===== config.mk =====
export PLATFORM = sky130hd
export DESIGN_NAME = iso8601_duration_parser
export DESIGN_NICKNAME = d
export VERILOG_FILES = /design/src/idp_pkg.sv /design/src/idp_front.sv /design/src/idp_fifo.sv /design/src/idp_back.sv /design/src/iso8601_duration_parser.sv
export SDC_FILE = /design/constraint.sdc
export NUM_CORES = 2
export LEC_CHECK = 0
export ABC_AREA = 1
export BUFFER_PORTS_ARGS = -buffer_cell sky130_fd_sc_hd__buf_2
export CAP_MARGIN = 20
export CORE_AREA = 2 2 270 206
export CTS_CLUSTER_DIAMETER = 200
export DETAILED_ROUTE_END_ITERATION = 7
export DIE_AREA = 0 0 272 208
export GPL_TIMING_DRIVEN = 0
export MAX_ROUTING_LAYER = met4
export PLACE_DENSITY = 0.7
export SETUP_SLACK_MARGIN = 0.1
export SYNTH_ARGS = -nofsm -noshare
export SYNTH_HDL_FRONTEND = slang
export SYNTH_SLANG_ARGS = --single-unit

===== constraint.sdc =====
create_clock -name clk -period 13.05 [get_ports clk]
set_clock_uncertainty 0.05 [all_clocks]
set_input_delay 2.61 -clock clk [delete_from_list [all_inputs] [get_ports clk]]
set_output_delay 2.61 -clock clk [all_outputs]
set_load 0.01 [all_outputs]

===== src/idp_pkg.sv =====
// Shared types and constants for the ISO 8601 duration parser.
`timescale 1ns / 1ps

package idp_pkg;

  localparam int CHAR_W      = 8;
  localparam int TOTAL_W     = 49;
  localparam int OUT_TDATA_W = 56;
  localparam int ACC_W       = 32;
  localparam int WEIGHT_W    = 17;
  localparam int PROD_W      = 48;

  localparam logic [CHAR_W-1:0] CH_ZERO  = 8'h30;
  localparam logic [CHAR_W-1:0] CH_NINE  = 8'h39;
  localparam logic [CHAR_W-1:0] CH_MINUS = 8'h2D;
  localparam logic [CHAR_W-1:0] CH_P     = 8'h50;
  localparam logic [CHAR_W-1:0] CH_T     = 8'h54;
  localparam logic [CHAR_W-1:0] CH_D     = 8'h44;
  localparam logic [CHAR_W-1:0] CH_H     = 8'h48;
  localparam logic [CHAR_W-1:0] CH_M     = 8'h4D;
  localparam logic [CHAR_W-1:0] CH_S     = 8'h53;

  localparam logic [WEIGHT_W-1:0] W_DAY  = 17'd86400;
  localparam logic [WEIGHT_W-1:0] W_HOUR = 17'd3600;
  localparam logic [WEIGHT_W-1:0] W_MIN  = 17'd60;
  localparam logic [WEIGHT_W-1:0] W_SEC  = 17'd1;

  // Component values saturate here; anything at or above it is an overflow.
  localparam logic [ACC_W-1:0] COMP_SAT = 32'h8000_0000;

  typedef enum logic [3:0] {
    TK_DIGIT,
    TK_MINUS,
    TK_P,
    TK_T,
    TK_D,
    TK_H,
    TK_M,
    TK_S,
    TK_OTHER,
    TK_END
  } tok_kind_t;

  typedef struct packed {
    tok_kind_t  kind;
    logic [3:0] digit;
  } token_t;

endpackage


===== src/idp_front.sv =====
// Front end: sorts each incoming character into a token class.
`timescale 1ns / 1ps

module idp_front
  import idp_pkg::*;
(
  input  logic [CHAR_W-1:0] char_code,
  input  logic              end_marker,
  output token_t            tok
);

  logic [CHAR_W-1:0] digit_off;

  assign digit_off = char_code - CH_ZERO;

  always_comb begin
    tok.digit = digit_off[3:0];
    if (end_marker) begin
      tok.kind = TK_END;
    end else if (char_code >= CH_ZERO && char_code <= CH_NINE) begin
      tok.kind = TK_DIGIT;
    end else if (char_code == CH_MINUS) begin
      tok.kind = TK_MINUS;
    end else if (char_code == CH_P) begin
      tok.kind = TK_P;
    end else if (char_code == CH_T) begin
      tok.kind = TK_T;
    end else if (char_code == CH_D) begin
      tok.kind = TK_D;
    end else if (char_code == CH_H) begin
      tok.kind = TK_H;
    end else if (char_code == CH_M) begin
      tok.kind = TK_M;
    end else if (char_code == CH_S) begin
      tok.kind = TK_S;
    end else begin
      tok.kind = TK_OTHER;
    end
  end

endmodule


===== src/idp_fifo.sv =====
// Small token queue between the classifier and the parser.
`timescale 1ns / 1ps

module idp_fifo
  import idp_pkg::*;
#(
  parameter int DEPTH = 4
)
(
  input  logic   clk,
  input  logic   rst_n,
  input  logic   push_valid,
  output logic   push_ready,
  input  token_t push_tok,
  output logic   pop_valid,
  input  logic   pop_ready,
  output token_t pop_tok
);

  localparam int PW = (DEPTH > 1) ? $clog2(DEPTH) : 1;
  localparam int CW = $clog2(DEPTH + 1);

  token_t        mem [DEPTH];
  logic [PW-1:0] wr_ptr_r, rd_ptr_r;
  logic [CW-1:0] count_r;
  logic          do_push, do_pop;

  assign push_ready = (count_r != CW'(DEPTH));
  assign pop_valid  = (count_r != '0);
  assign pop_tok    = mem[rd_ptr_r];
  assign do_push    = push_valid && push_ready;
  assign do_pop     = pop_valid && pop_ready;

  always_ff @(posedge clk) begin
    if (do_push) begin
      mem[wr_ptr_r] <= push_tok;
    end
  end

  always_ff @(posedge clk) begin
    if (!rst_n) begin
      wr_ptr_r <= '0;
      rd_ptr_r <= '0;
      count_r  <= '0;
    end else begin
      if (do_push) begin
        wr_ptr_r <= (wr_ptr_r == PW'(DEPTH - 1)) ? '0 : wr_ptr_r + 1'b1;
      end
      if (do_pop) begin
        rd_ptr_r <= (rd_ptr_r == PW'(DEPTH - 1)) ? '0 : rd_ptr_r + 1'b1;
      end
      if (do_push && !do_pop) begin
        count_r <= count_r + 1'b1;
      end else if (do_pop && !do_push) begin
        count_r <= count_r - 1'b1;
      end
    end
  end

endmodule


===== src/idp_back.sv =====
// Back end: parse state machine, component weighting and result register.
`timescale 1ns / 1ps

module idp_back
  import idp_pkg::*;
(
  input  logic               clk,
  input  logic               rst_n,
  input  logic               tok_valid,
  output logic               tok_ready,
  input  token_t             tok,
  output logic               out_valid,
  input  logic               out_ready,
  output logic [TOTAL_W-1:0] out_total,
  output logic               out_bad
);

  typedef enum logic [3:0] {
    PH_START, PH_SIGN, PH_AFTER_P, PH_DAYS, PH_AFTER_D,
    PH_TIME_H, PH_TIME_M, PH_TIME_S, PH_DONE
  } phase_t;

  phase_t             phase_r, phase_nxt;
  logic               neg_r, neg_nxt;
  logic [ACC_W-1:0]   acc_r, acc_nxt;
  logic               seen_r, seen_nxt;
  logic               err_r, err_nxt;
  logic [TOTAL_W-1:0] sum_r, sum_nxt;
  logic [PROD_W-1:0]  prod_r, prod_nxt;
  logic               out_valid_r, out_valid_nxt;
  logic [TOTAL_W-1:0] out_total_r, out_total_nxt;
  logic               out_bad_r, out_bad_nxt;

  logic               pop, is_end, out_free;
  logic               take_digit, close_req, close_ok, end_ok, end_bad;
  logic [WEIGHT_W-1:0] weight;
  logic [PROD_W-1:0]  prod_full;
  logic [ACC_W+3:0]   acc_ext, acc_times10;
  logic [ACC_W-1:0]   acc_sat;
  logic [TOTAL_W-1:0] sum_step;

  assign is_end    = (tok.kind == TK_END);
  assign out_free  = !out_valid_r || out_ready;
  assign tok_ready = !is_end || out_free;
  assign pop       = tok_valid && tok_ready;

  // Sign is known before the first component closes, so it is applied here.
  assign sum_step = neg_r ? sum_r - {1'b0, prod_r} : sum_r + {1'b0, prod_r};

  assign acc_ext     = {4'b0, acc_r};
  assign acc_times10 = (acc_ext << 3) + (acc_ext << 1) + {{ACC_W{1'b0}}, tok.digit};
  assign acc_sat     = (acc_times10 > {4'b0, COMP_SAT}) ? COMP_SAT : acc_times10[ACC_W-1:0];

  assign close_ok  = seen_r && !acc_r[ACC_W-1];
  assign prod_full = acc_r[ACC_W-2:0] * weight;

  always_comb begin
    end_ok = (phase_r == PH_AFTER_D) || (phase_r == PH_DONE) ||
             (((phase_r == PH_TIME_H) || (phase_r == PH_TIME_M) ||
               (phase_r == PH_TIME_S)) && !seen_r);
    end_bad = err_r || !end_ok;
  end

  always_comb begin
    phase_nxt     = phase_r;
    neg_nxt       = neg_r;
    acc_nxt       = acc_r;
    seen_nxt      = seen_r;
    err_nxt       = err_r;
    sum_nxt       = sum_step;
    prod_nxt      = '0;
    out_valid_nxt = out_valid_r && !out_ready;
    out_total_nxt = out_total_r;
    out_bad_nxt   = out_bad_r;
    take_digit    = 1'b0;
    close_req     = 1'b0;
    weight        = W_SEC;

    if (pop && is_end) begin
      out_valid_nxt = 1'b1;
      out_bad_nxt   = end_bad;
      out_total_nxt = end_bad ? '0 : sum_step;
      phase_nxt     = PH_START;
      neg_nxt       = 1'b0;
      acc_nxt       = '0;
      seen_nxt      = 1'b0;
      err_nxt       = 1'b0;
      sum_nxt       = '0;
    end else if (pop && !err_r) begin
      unique case (phase_r)
        PH_START: begin
          if (tok.kind == TK_MINUS) begin
            neg_nxt   = 1'b1;
            phase_nxt = PH_SIGN;
          end else if (tok.kind == TK_P) begin
            phase_nxt = PH_AFTER_P;
          end else begin
            err_nxt = 1'b1;
          end
        end
        PH_SIGN: begin
          if (tok.kind == TK_P) phase_nxt = PH_AFTER_P;
          else err_nxt = 1'b1;
        end
        PH_AFTER_P: begin
          if (tok.kind == TK_T) begin
            phase_nxt = PH_TIME_H;
          end else if (tok.kind == TK_DIGIT) begin
            take_digit = 1'b1;
            phase_nxt  = PH_DAYS;
          end else begin
            err_nxt = 1'b1;
          end
        end
        PH_DAYS: begin
          if (tok.kind == TK_DIGIT) begin
            take_digit = 1'b1;
          end else if (tok.kind == TK_D) begin
            close_req = 1'b1;
            weight    = W_DAY;
            phase_nxt = PH_AFTER_D;
          end else begin
            err_nxt = 1'b1;
          end
        end
        PH_AFTER_D: begin
          if (tok.kind == TK_T) phase_nxt = PH_TIME_H;
          else err_nxt = 1'b1;
        end
        PH_TIME_H, PH_TIME_M, PH_TIME_S: begin
          if (tok.kind == TK_DIGIT) begin
            take_digit = 1'b1;
          end else if (tok.kind == TK_H && phase_r == PH_TIME_H) begin
            close_req = 1'b1;
            weight    = W_HOUR;
            phase_nxt = PH_TIME_M;
          end else if (tok.kind == TK_M && phase_r != PH_TIME_S) begin
            close_req = 1'b1;
            weight    = W_MIN;
            phase_nxt = PH_TIME_S;
          end else if (tok.kind == TK_S) begin
            close_req = 1'b1;
            weight    = W_SEC;
            phase_nxt = PH_DONE;
          end else begin
            err_nxt = 1'b1;
          end
        end
        default: begin
          err_nxt = 1'b1;
        end
      endcase

      if (take_digit) begin
        acc_nxt  = acc_sat;
        seen_nxt = 1'b1;
      end
      if (close_req) begin
        if (close_ok) begin
          prod_nxt = prod_full;
          acc_nxt  = '0;
          seen_nxt = 1'b0;
        end else begin
          err_nxt = 1'b1;
        end
      end
    end
  end

  always_ff @(posedge clk) begin
    if (!rst_n) begin
      phase_r     <= PH_START;
      neg_r       <= 1'b0;
      acc_r       <= '0;
      seen_r      <= 1'b0;
      err_r       <= 1'b0;
      sum_r       <= '0;
      prod_r      <= '0;
      out_valid_r <= 1'b0;
      out_total_r <= '0;
      out_bad_r   <= 1'b0;
    end else begin
      phase_r     <= phase_nxt;
      neg_r       <= neg_nxt;
      acc_r       <= acc_nxt;
      seen_r      <= seen_nxt;
      err_r       <= err_nxt;
      sum_r       <= sum_nxt;
      prod_r      <= prod_nxt;
      out_valid_r <= out_valid_nxt;
      out_total_r <= out_total_nxt;
      out_bad_r   <= out_bad_nxt;
    end
  end

  assign out_valid = out_valid_r;
  assign out_total = out_total_r;
  assign out_bad   = out_bad_r;

endmodule


===== src/iso8601_duration_parser.sv =====
// Top level of the streaming ISO 8601 duration parser.
`timescale 1ns / 1ps

// Channel | Direction | Payload
// in_     | request   | tdata[7:0] char_code, tlast end_marker
// out_    | result    | tdata[48:0] total_seconds (signed), tuser malformed
//
// One character request is taken per clock cycle while the queue is not full; the
// limit is the single token the parser consumes each cycle from the queue.
// After its end request is accepted, a result passes through the queue and then
// the parser's result register before it appears.
// rst_n is synchronous and active low; it empties the queue, returns the parser to
// the start of a string and drops out_tvalid.
// A stalled result holds only the parser on end requests; characters keep flowing
// into the queue, and in_tready falls only once the queue is full.

module iso8601_duration_parser
  import idp_pkg::*;
#(
  parameter int QUEUE_DEPTH = 4
)
(
  input  logic                   clk,
  input  logic                   rst_n,
  input  logic                   in_tvalid,
  output logic                   in_tready,
  input  logic [CHAR_W-1:0]      in_tdata,   // [7:0] char_code
  input  logic                   in_tlast,   // end_marker
  output logic                   out_tvalid,
  input  logic                   out_tready,
  output logic [OUT_TDATA_W-1:0] out_tdata,  // [48:0] total_seconds, [55:49] zero
  output logic                   out_tuser   // malformed
);

  token_t             front_tok, queue_tok;
  logic               queue_valid, queue_ready;
  logic [TOTAL_W-1:0] total;

  // Character classification happens before the queue so the parser sees
  // only a compact token per request.
  idp_front u_front (
    .char_code  (in_tdata),
    .end_marker (in_tlast),
    .tok        (front_tok)
  );

  // The queue lets requests keep arriving while the parser waits on a stalled result.
  idp_fifo #(
    .DEPTH (QUEUE_DEPTH)
  ) u_fifo (
    .clk        (clk),
    .rst_n      (rst_n),
    .push_valid (in_tvalid),
    .push_ready (in_tready),
    .push_tok   (front_tok),
    .pop_valid  (queue_valid),
    .pop_ready  (queue_ready),
    .pop_tok    (queue_tok)
  );

  // The parser weights each closed component by a constant, registers the
  // product and folds it into the running sum in the following cycle.
  idp_back u_back (
    .clk       (clk),
    .rst_n     (rst_n),
    .tok_valid (queue_valid),
    .tok_ready (queue_ready),
    .tok       (queue_tok),
    .out_valid (out_tvalid),
    .out_ready (out_tready),
    .out_total (total),
    .out_bad   (out_tuser)
  );

  assign out_tdata = {{(OUT_TDATA_W - TOTAL_W){1'b0}}, total};

endmodule


-- Word-level counts from Yosys, hierarchy flattened
Memory sizes are Yosys's and may differ from the RTL's. A register that Yosys moved wholly into a read port is not among the register bits.
Cells that the tools add are included.
- flip-flop bits (word level): 194
- RAM bits: 32
- bits of input ports: 13
- output and inout port bits: 59
- word-level logic and storage cells: 178
- memories kept: 1
- add/subtract/negate cells: 9
- multipliers: 1
- $lt $le $gt $ge: 3
- eq/ne operators: 33
- mux-type cells: 75
- bitwise logic cells: 4
- reductions and logical operators: 39
- memory list (memory ; words ; width ; rd ports ; clocked after Yosys merged registers in ; wr ports ; RTL line ; RTL):
    u_fifo.mem ; 4 ; 8 ; 1 ; 1 ; 1 ; idp_fifo.sv:23 ; token_t mem [DEPTH];
- operator list (cell ; number):
    two-way mux 32 bit ; 4
    two-way mux 17 bit ; 6
    two-way mux 49 bit ; 2
    two-way mux 4 bit ; 20
    adder 49 x 48 -> 49 bit ; 1
    subtractor 49 x 48 -> 49 bit ; 1
    equality test 8 x 7 -> 1 bit, second input constant ; 6
    multiplier 31 x 17 -> 48 bit ; 1
    adder 35 x 33 -> 36 bit ; 1
    adder 36 x 4 -> 36 bit ; 1
    greater-than comparator 36 x 32 -> 1 bit, second input constant ; 1
    one-hot mux 17 bit (2 select lines) ; 1
    equality test 4 x 3 -> 1 bit, second input constant ; 8
    two-way mux 1 bit ; 31
    one-hot mux 4 bit (6 select lines) ; 1
    equality test 4 x 2 -> 1 bit, second input constant ; 4
    logical AND 1 bit ; 12
    logical NOT 1 bit ; 9
    equality test 4 x 1 -> 1 bit, second input constant ; 2
    equality test 4 bit, second input constant ; 2
    equality test 8 x 6 -> 1 bit, second input constant ; 1
    greater-or-equal comparator 8 x 6 -> 1 bit, second input constant ; 1
    <= comparator 8 x 6 -> 1 bit, second input constant ; 1
    logical NOT 4 bit ; 2
    other kinds (27) ; 45

-- Logic depth before layout (Yosys ltp)
- depth in word-level cells: 10
- gate-level depth with buffers: 45
- depth with buffers taken out: 43

-- Cells and area by module
Synthesis repeated with hierarchy kept, for this count alone.
- cell total of the unflattened synthesis: 4017
- area, all modules: 28970.3 sq um
- by module, submodules not included (module ; times used ; cells each ; area an instance (sq um) ; seq. area each (sq um)):
    idp_back ; 1 ; 3810 ; 26977.1 ; 3743.6
    idp_fifo ; 1 ; 146 ; 1690.4 ; 1141.1
    idp_front ; 1 ; 53 ; 246.5 ; 0.0
    iso8601_duration_parser ; 1 ; 8 ; 56.3 ; 0.0

-- Worst setup path before layout
Ideal clock, no wire load.
- kind: input-to-reg
- start: in out_tready
- end: reg u_back.prod_r[28]
- library setup time: 0.066 ns
- arrival time: 8.480 ns
- data required time: 12.934 ns
- setup slack: 4.454 ns
- stages: 31
- path buffers: 2
- path through: inv_1 nand3_2 nand2_4 nor2_4 nand2_1 buf_2 buf_2 nor2_1 fa_1 inv_1 fa_1 fa_1 inv_1 fa_1 fa_1 inv_1 fa_1 inv_1 ha_1 a21oi_1 nor2_1 nor2_1 nand2_1 a31oi_1 inv_1 a21oi_1 o21ai_0 inv_1 o21ai_0 or2_2 a21oi_2
- longest elaborated chain between the ends: 7
- elaborated cells on any way between the ends: 10
- those cells by class: mul: 1; mux: 2; bitwise: 1; reduce/logical: 6
- RTL lines (item ; RTL line ; RTL):
    start: declaration ; iso8601_duration_parser.sv:30 ; input logic out_tready,
    logical OR 1 bit * ; idp_back.sv:43 ; assign out_free = !out_valid_r || out_ready;
    logical OR 1 bit * ; idp_back.sv:44 ; assign tok_ready = !is_end || out_free;
    logical AND 1 bit * ; idp_back.sv:45 ; assign pop = tok_valid && tok_ready;
    logical AND 1 bit ; idp_back.sv:89 ; end else if (pop && !err_r) begin
    two-way mux 17 bit ; idp_back.sv:89 ;
    two-way mux 17 bit ; idp_back.sv:79 ; if (pop && is_end) begin
    multiplier 31 x 17 -> 48 bit ; idp_back.sv:55 ; assign prod_full = acc_r[ACC_W-2:0] * weight;
    end signal: assignment ; idp_back.sv:189 ; prod_r <= prod_nxt;
    end: declaration ; idp_back.sv:29 ; logic [PROD_W-1:0] prod_r, prod_nxt;
Mark *: on every way between the ends. The rest lies on a longest branch, timed or not.
A chain may end at the register's enable or synchronous reset.

-- Worst setup path after layout
- start: in out_tready
- end: reg u_back.prod_r[27]
Same word-level chain as after synthesis.

==> impl.org <==
** Status
- Run status :: complete, no violations

** Detailed routing
- Average routed wire per standard cell :: 16.8 um
- Routed Antenna Nets :: 0
- The first routing iteration left 2655 violations.
- DRC violations left :: 0
- Number of vias after detailed routing :: 26300
- For this block, the routed nets add up to 83100 um of wire.
- The first TritonRoute pass finished after 5 iterations.
- Via-per-instance ratio :: 5.32

** Synthesis
- Synthesis inferred 228 register bits.
- For this run, asynchronously set or reset flops after synthesis account for 0%.
- Netlist area before placement :: 0.0294 mm2
- Synthesis instantiated 59 different standard cells from the library.
- In the synthesized netlist the dominant register cell turns out to be sky130_fd_sc_hd__dfxtp_1.
- Number of flops mapped to enable cells by yosys :: 32
- For this run, the register share of the synthesized area comes to 16.6%.
- A synthesized cell averages 7.21 um2.
- In the synthesized netlist, the number of instances is 4074.
- Synth Warn # :: 0

** Placed design
- Detailed placement finished with a half-perimeter wire length of 71100 um.
- Routability congestion estimate :: 1.01
- The count of buffers added on input and output ports is 63.

** Clock tree
- Max Buffers Root-to-Sink :: 3
- Gates resized during post-CTS repair numbered 0.
- Maximum level of the CTS H-tree :: 1
- Number of buffers inserted during clock tree synthesis :: 25
- CTS sink count :: 228
- In this run the post-CTS setup repair buffer count came out at 0.
- Number of buffers inserted by hold repair at cts :: 0
- TritonCTS built the clock tree.
- Root buf cell :: sky130_fd_sc_hd__clkbuf_16
- Clock-pin slew was measured on the worst setup and hold paths at 0.06 ns.
- Worst skew pair latency :: 0.56 ns

** Die
- Initial standard-cell utilization of the core :: 54.6%
- Number of standard-cell rows in the floorplan :: 74
- Pin placement for this block handled 72 I/O pins.
- Floorplan die width :: 272 um
- After floorplanning, the core was sized to cover 0.0538 mm2.
- Chip height :: 208 um
- The die covers 0.0566 mm2.

** Setup path
- Kind of cell adding the most delay to the critical path :: adder cells
- Of all nets on the critical path, the largest fanout is 10.
- STA classifies the critical path startpoint as a primary input.
- Max incr delay on CP :: 0.66 ns
- Critical Path Sink Type :: register
- Most used cell, CP :: sky130_fd_sc_hd__fa_1
- The worst setup path is of the primary input to register kind.
- Counting both buffers and inverters, the worst setup path holds a total of 7.
- Data arrival time of the critical path :: 10.32 ns
- For the worst setup path, the data required time is 13.50 ns.
- Crit-path slowest cell :: sky130_fd_sc_hd__clkbuf_1

** Power and ir drop
- Internal power comes to 1.76 mW.
- VDD sags by at most 0.0000899 V.
- Power density over the cells :: 104 mW/mm2
- Sequential Power Share :: 25.2%
- The analysis attributes to net switching a power of 1.53 mW.
- Clock network power share :: 22.9%
- Sw Share :: 46.5%
- Leakage component of the power :: 16.1 nW
- Of the total power, combinational logic draws 51.9%.

** Global route
- Entering global routing, the biggest net connects 14 pins.
- Most heavily used metal layer in global routing :: met1
- The first global-routing pass estimated 134000 um of wire.
- For this run the aggregate overflow at the end of global routing stands at 0.
- Number of antenna violations at the first check in global routing :: 0
- The number of global-route vias before repair came to 24700.
- In the global route stage, met1 resource usage came out at 48.3%.
- For this run, the total global-route usage over all layers was measured as 30.5%.
- GRT met3 Usage :: 6.67%
- Global routing used 39.6% of the available met2 tracks.

** STA
- Slew of the pin with the lowest slew margin :: 1.03 ns
- After layout, the minimum clock period comes to 9.87 ns.
- Setup repair after global routing left no endpoint under its margin.
- Max-slew headroom :: 30.6%
- Setup total negative slack on the finished layout was measured at 0 ns.
- The final critical path takes up 75.6% of the cycle.
- The total count of hold-check failures in the final report was 0.
- The max-slew violation count was 0.
- Final setup vio count :: 0
- Timing would allow up to 0.101 GHz.

** Finish
- Share of post-route cells with drive strength above 1 :: 6.07%
- Once layout is complete, the utilization of the core stands at 58.7%.
- Synth-to-Final Area Change :: 7.44%
- After filler insertion, the fill cell instance count of the layout stands at 5151.
- Final nets :: 4828
- Count of antenna diodes in the layout :: 0

** Hold path
- The path class of the tightest hold or removal check is register to register.

** Run
- Across the run, the number of max-cap violations was 0.
-- flip-flops by register name (all words and copies together) (netlist names), 2 cells and up, named ones only --
signal / cells
u_fifo.rd_ptr_r: 2
u_back.sum_r: 49
u_back.out_total: 49
u_back.prod_r: 48
u_back.acc_r: 32
u_back.phase_r: 4
u_fifo.mem: 32
u_fifo.count_r: 3
u_fifo.wr_ptr_r: 2
-- per-stage QoR --
| stage | std cells | worst slack, ns | hold WS [ns] | total power, mW | area [um2] |
|---|---|---|---|---|---|
| finish | 4936 | 3.18 | 0.399 | 3.30 | 31600 |
| global route | 4936 | 2.79 | 0.417 | 3.52 | 31600 |
| CTS | 4936 | 3.51 | 0.408 | 3.25 | 31600 |
| detailed placement | 4890 | 2.96 | 0.392 | 2.49 | 30700 |
| global placement | 4890 | 2.97 | 0.383 | 2.49 | 30700 |
| floorplan | 4105 | 4.45 | 0.409 | 2.01 | 29500 |
-- layout by cell type (no fill, tap or decap), types with 23 or more instances in the layout --
cell type                   instances
sky130_fd_sc_hd__inv_1            854
sky130_fd_sc_hd__nand2_1          720
sky130_fd_sc_hd__nor2_1           560
sky130_fd_sc_hd__ha_1             332
sky130_fd_sc_hd__fa_1             288
sky130_fd_sc_hd__a21oi_1          261
sky130_fd_sc_hd__dfxtp_1          196
sky130_fd_sc_hd__o21ai_0          167
sky130_fd_sc_hd__nand3_1          134
sky130_fd_sc_hd__buf_2             94
sky130_fd_sc_hd__xor2_1            67
sky130_fd_sc_hd__xnor2_1           54
sky130_fd_sc_hd__nor3_1            50
sky130_fd_sc_hd__a31oi_1           35
sky130_fd_sc_hd__conb_1            33
sky130_fd_sc_hd__edfxtp_1          32
sky130_fd_sc_hd__nand4_1           27
sky130_fd_sc_hd__clkbuf_16         25
sky130_fd_sc_hd__o21bai_1          24
sky130_fd_sc_hd__or2_2             24
sky130_fd_sc_hd__a21oi_2           23
-- worst register-to-register path: cells and delay by family (launching register included) --
kind                       cells  cell delay [ns]
adders and majority gates      7             3.46
DFF                            1             0.29
AOI/OAI and AO/OA              6             1.79
and+or+nand+nor               12             2.23
buffers and inverters          7             1.21
-- final timing paths --
path	start	to	slack, ns	cells after the start
setup / recovery	out_tready	u_back.prod_r[27]	3.18	28
hold / removal	u_back.out_total[5]	u_back.out_total[5]	0.40	2
setup reg to reg	register	u_back.prod_r[27]	3.93	32
hold reg to reg	u_back.out_total[5]	u_back.out_total[5]	0.40	2
-- final cells by class --
| type | count | area, um2 | share of cell area, % |
|---|---|---|---|
| sequential | 228 | 4880 | 15.5 |
| clock inverter | 15 | 183 | 0.579 |
| tap | 722 | 903 | 2.86 |
| timing repair buffer | 63 | 315 | 0.999 |
| inverter | 869 | 3260 | 10.3 |
| buffer | 77 | 453 | 1.44 |
| clock buffer | 31 | 668 | 2.12 |
| multi-input combinational | 2931 | 20900 | 66.2 |
-- Yosys cell counts, types with 13 or more instances --
cell | count | share of area [%]
sky130_fd_sc_hd__a21oi_1 | 261 | 4.4
sky130_fd_sc_hd__xor2_1 | 67 | 2.0
sky130_fd_sc_hd__a31oi_1 | 35 | 0.75
sky130_fd_sc_hd__dfxtp_1 | 196 | 13
sky130_fd_sc_hd__nor4_1 | 15 | 0.32
sky130_fd_sc_hd__fa_1 | 288 | 20
sky130_fd_sc_hd__o21a_1 | 13 | 0.33
sky130_fd_sc_hd__buf_2 | 31 | 0.53
sky130_fd_sc_hd__o21bai_1 | 24 | 0.61
sky130_fd_sc_hd__nand4_1 | 27 | 0.58
sky130_fd_sc_hd__nand3_1 | 134 | 2.3
sky130_fd_sc_hd__or2_2 | 24 | 0.51
sky130_fd_sc_hd__xnor2_1 | 54 | 1.6
sky130_fd_sc_hd__clkbuf_1 | 18 | 0.23
sky130_fd_sc_hd__edfxtp_1 | 32 | 3.3
sky130_fd_sc_hd__o21ai_0 | 167 | 2.8
sky130_fd_sc_hd__nor3_1 | 50 | 0.85
sky130_fd_sc_hd__buf_4 | 17 | 0.43
sky130_fd_sc_hd__a21oi_2 | 23 | 0.69
sky130_fd_sc_hd__ha_1 | 332 | 14
sky130_fd_sc_hd__nor2_1 | 560 | 7.2
sky130_fd_sc_hd__inv_1 | 854 | 11
sky130_fd_sc_hd__nand2_1 | 720 | 9.2
-- per-layer routing --
metal	routed length (um)	share of wire [%]
met1	42200	51
met2	30900	37
met3	8870	11
met4	1180	1.4
met5	0	0
-- logic make-up after synthesis --
kind of cell    count (synthesis)  share of synthesized area [%]
compound gates                580                           11.2
buf+inv                       946                           12.7
simple gates                 1577                           22.1
other cells                     2                         0.0256
xor+xnor                      121                           3.61
flops                         228                           16.6
fa+ha+maj                     620                           33.8
-- power by group through the flow --
stage	combinational [mW]	clock (mW)	sequential, mW
floorplan	1.17	0	0.840
CTS	1.65	0.766	0.832
detailed placement	1.64	0	0.846
global route	1.89	0.791	0.839
finish	1.71	0.753	0.832
global placement	1.65	0	0.845
Power figures use the tool's default switching activity.
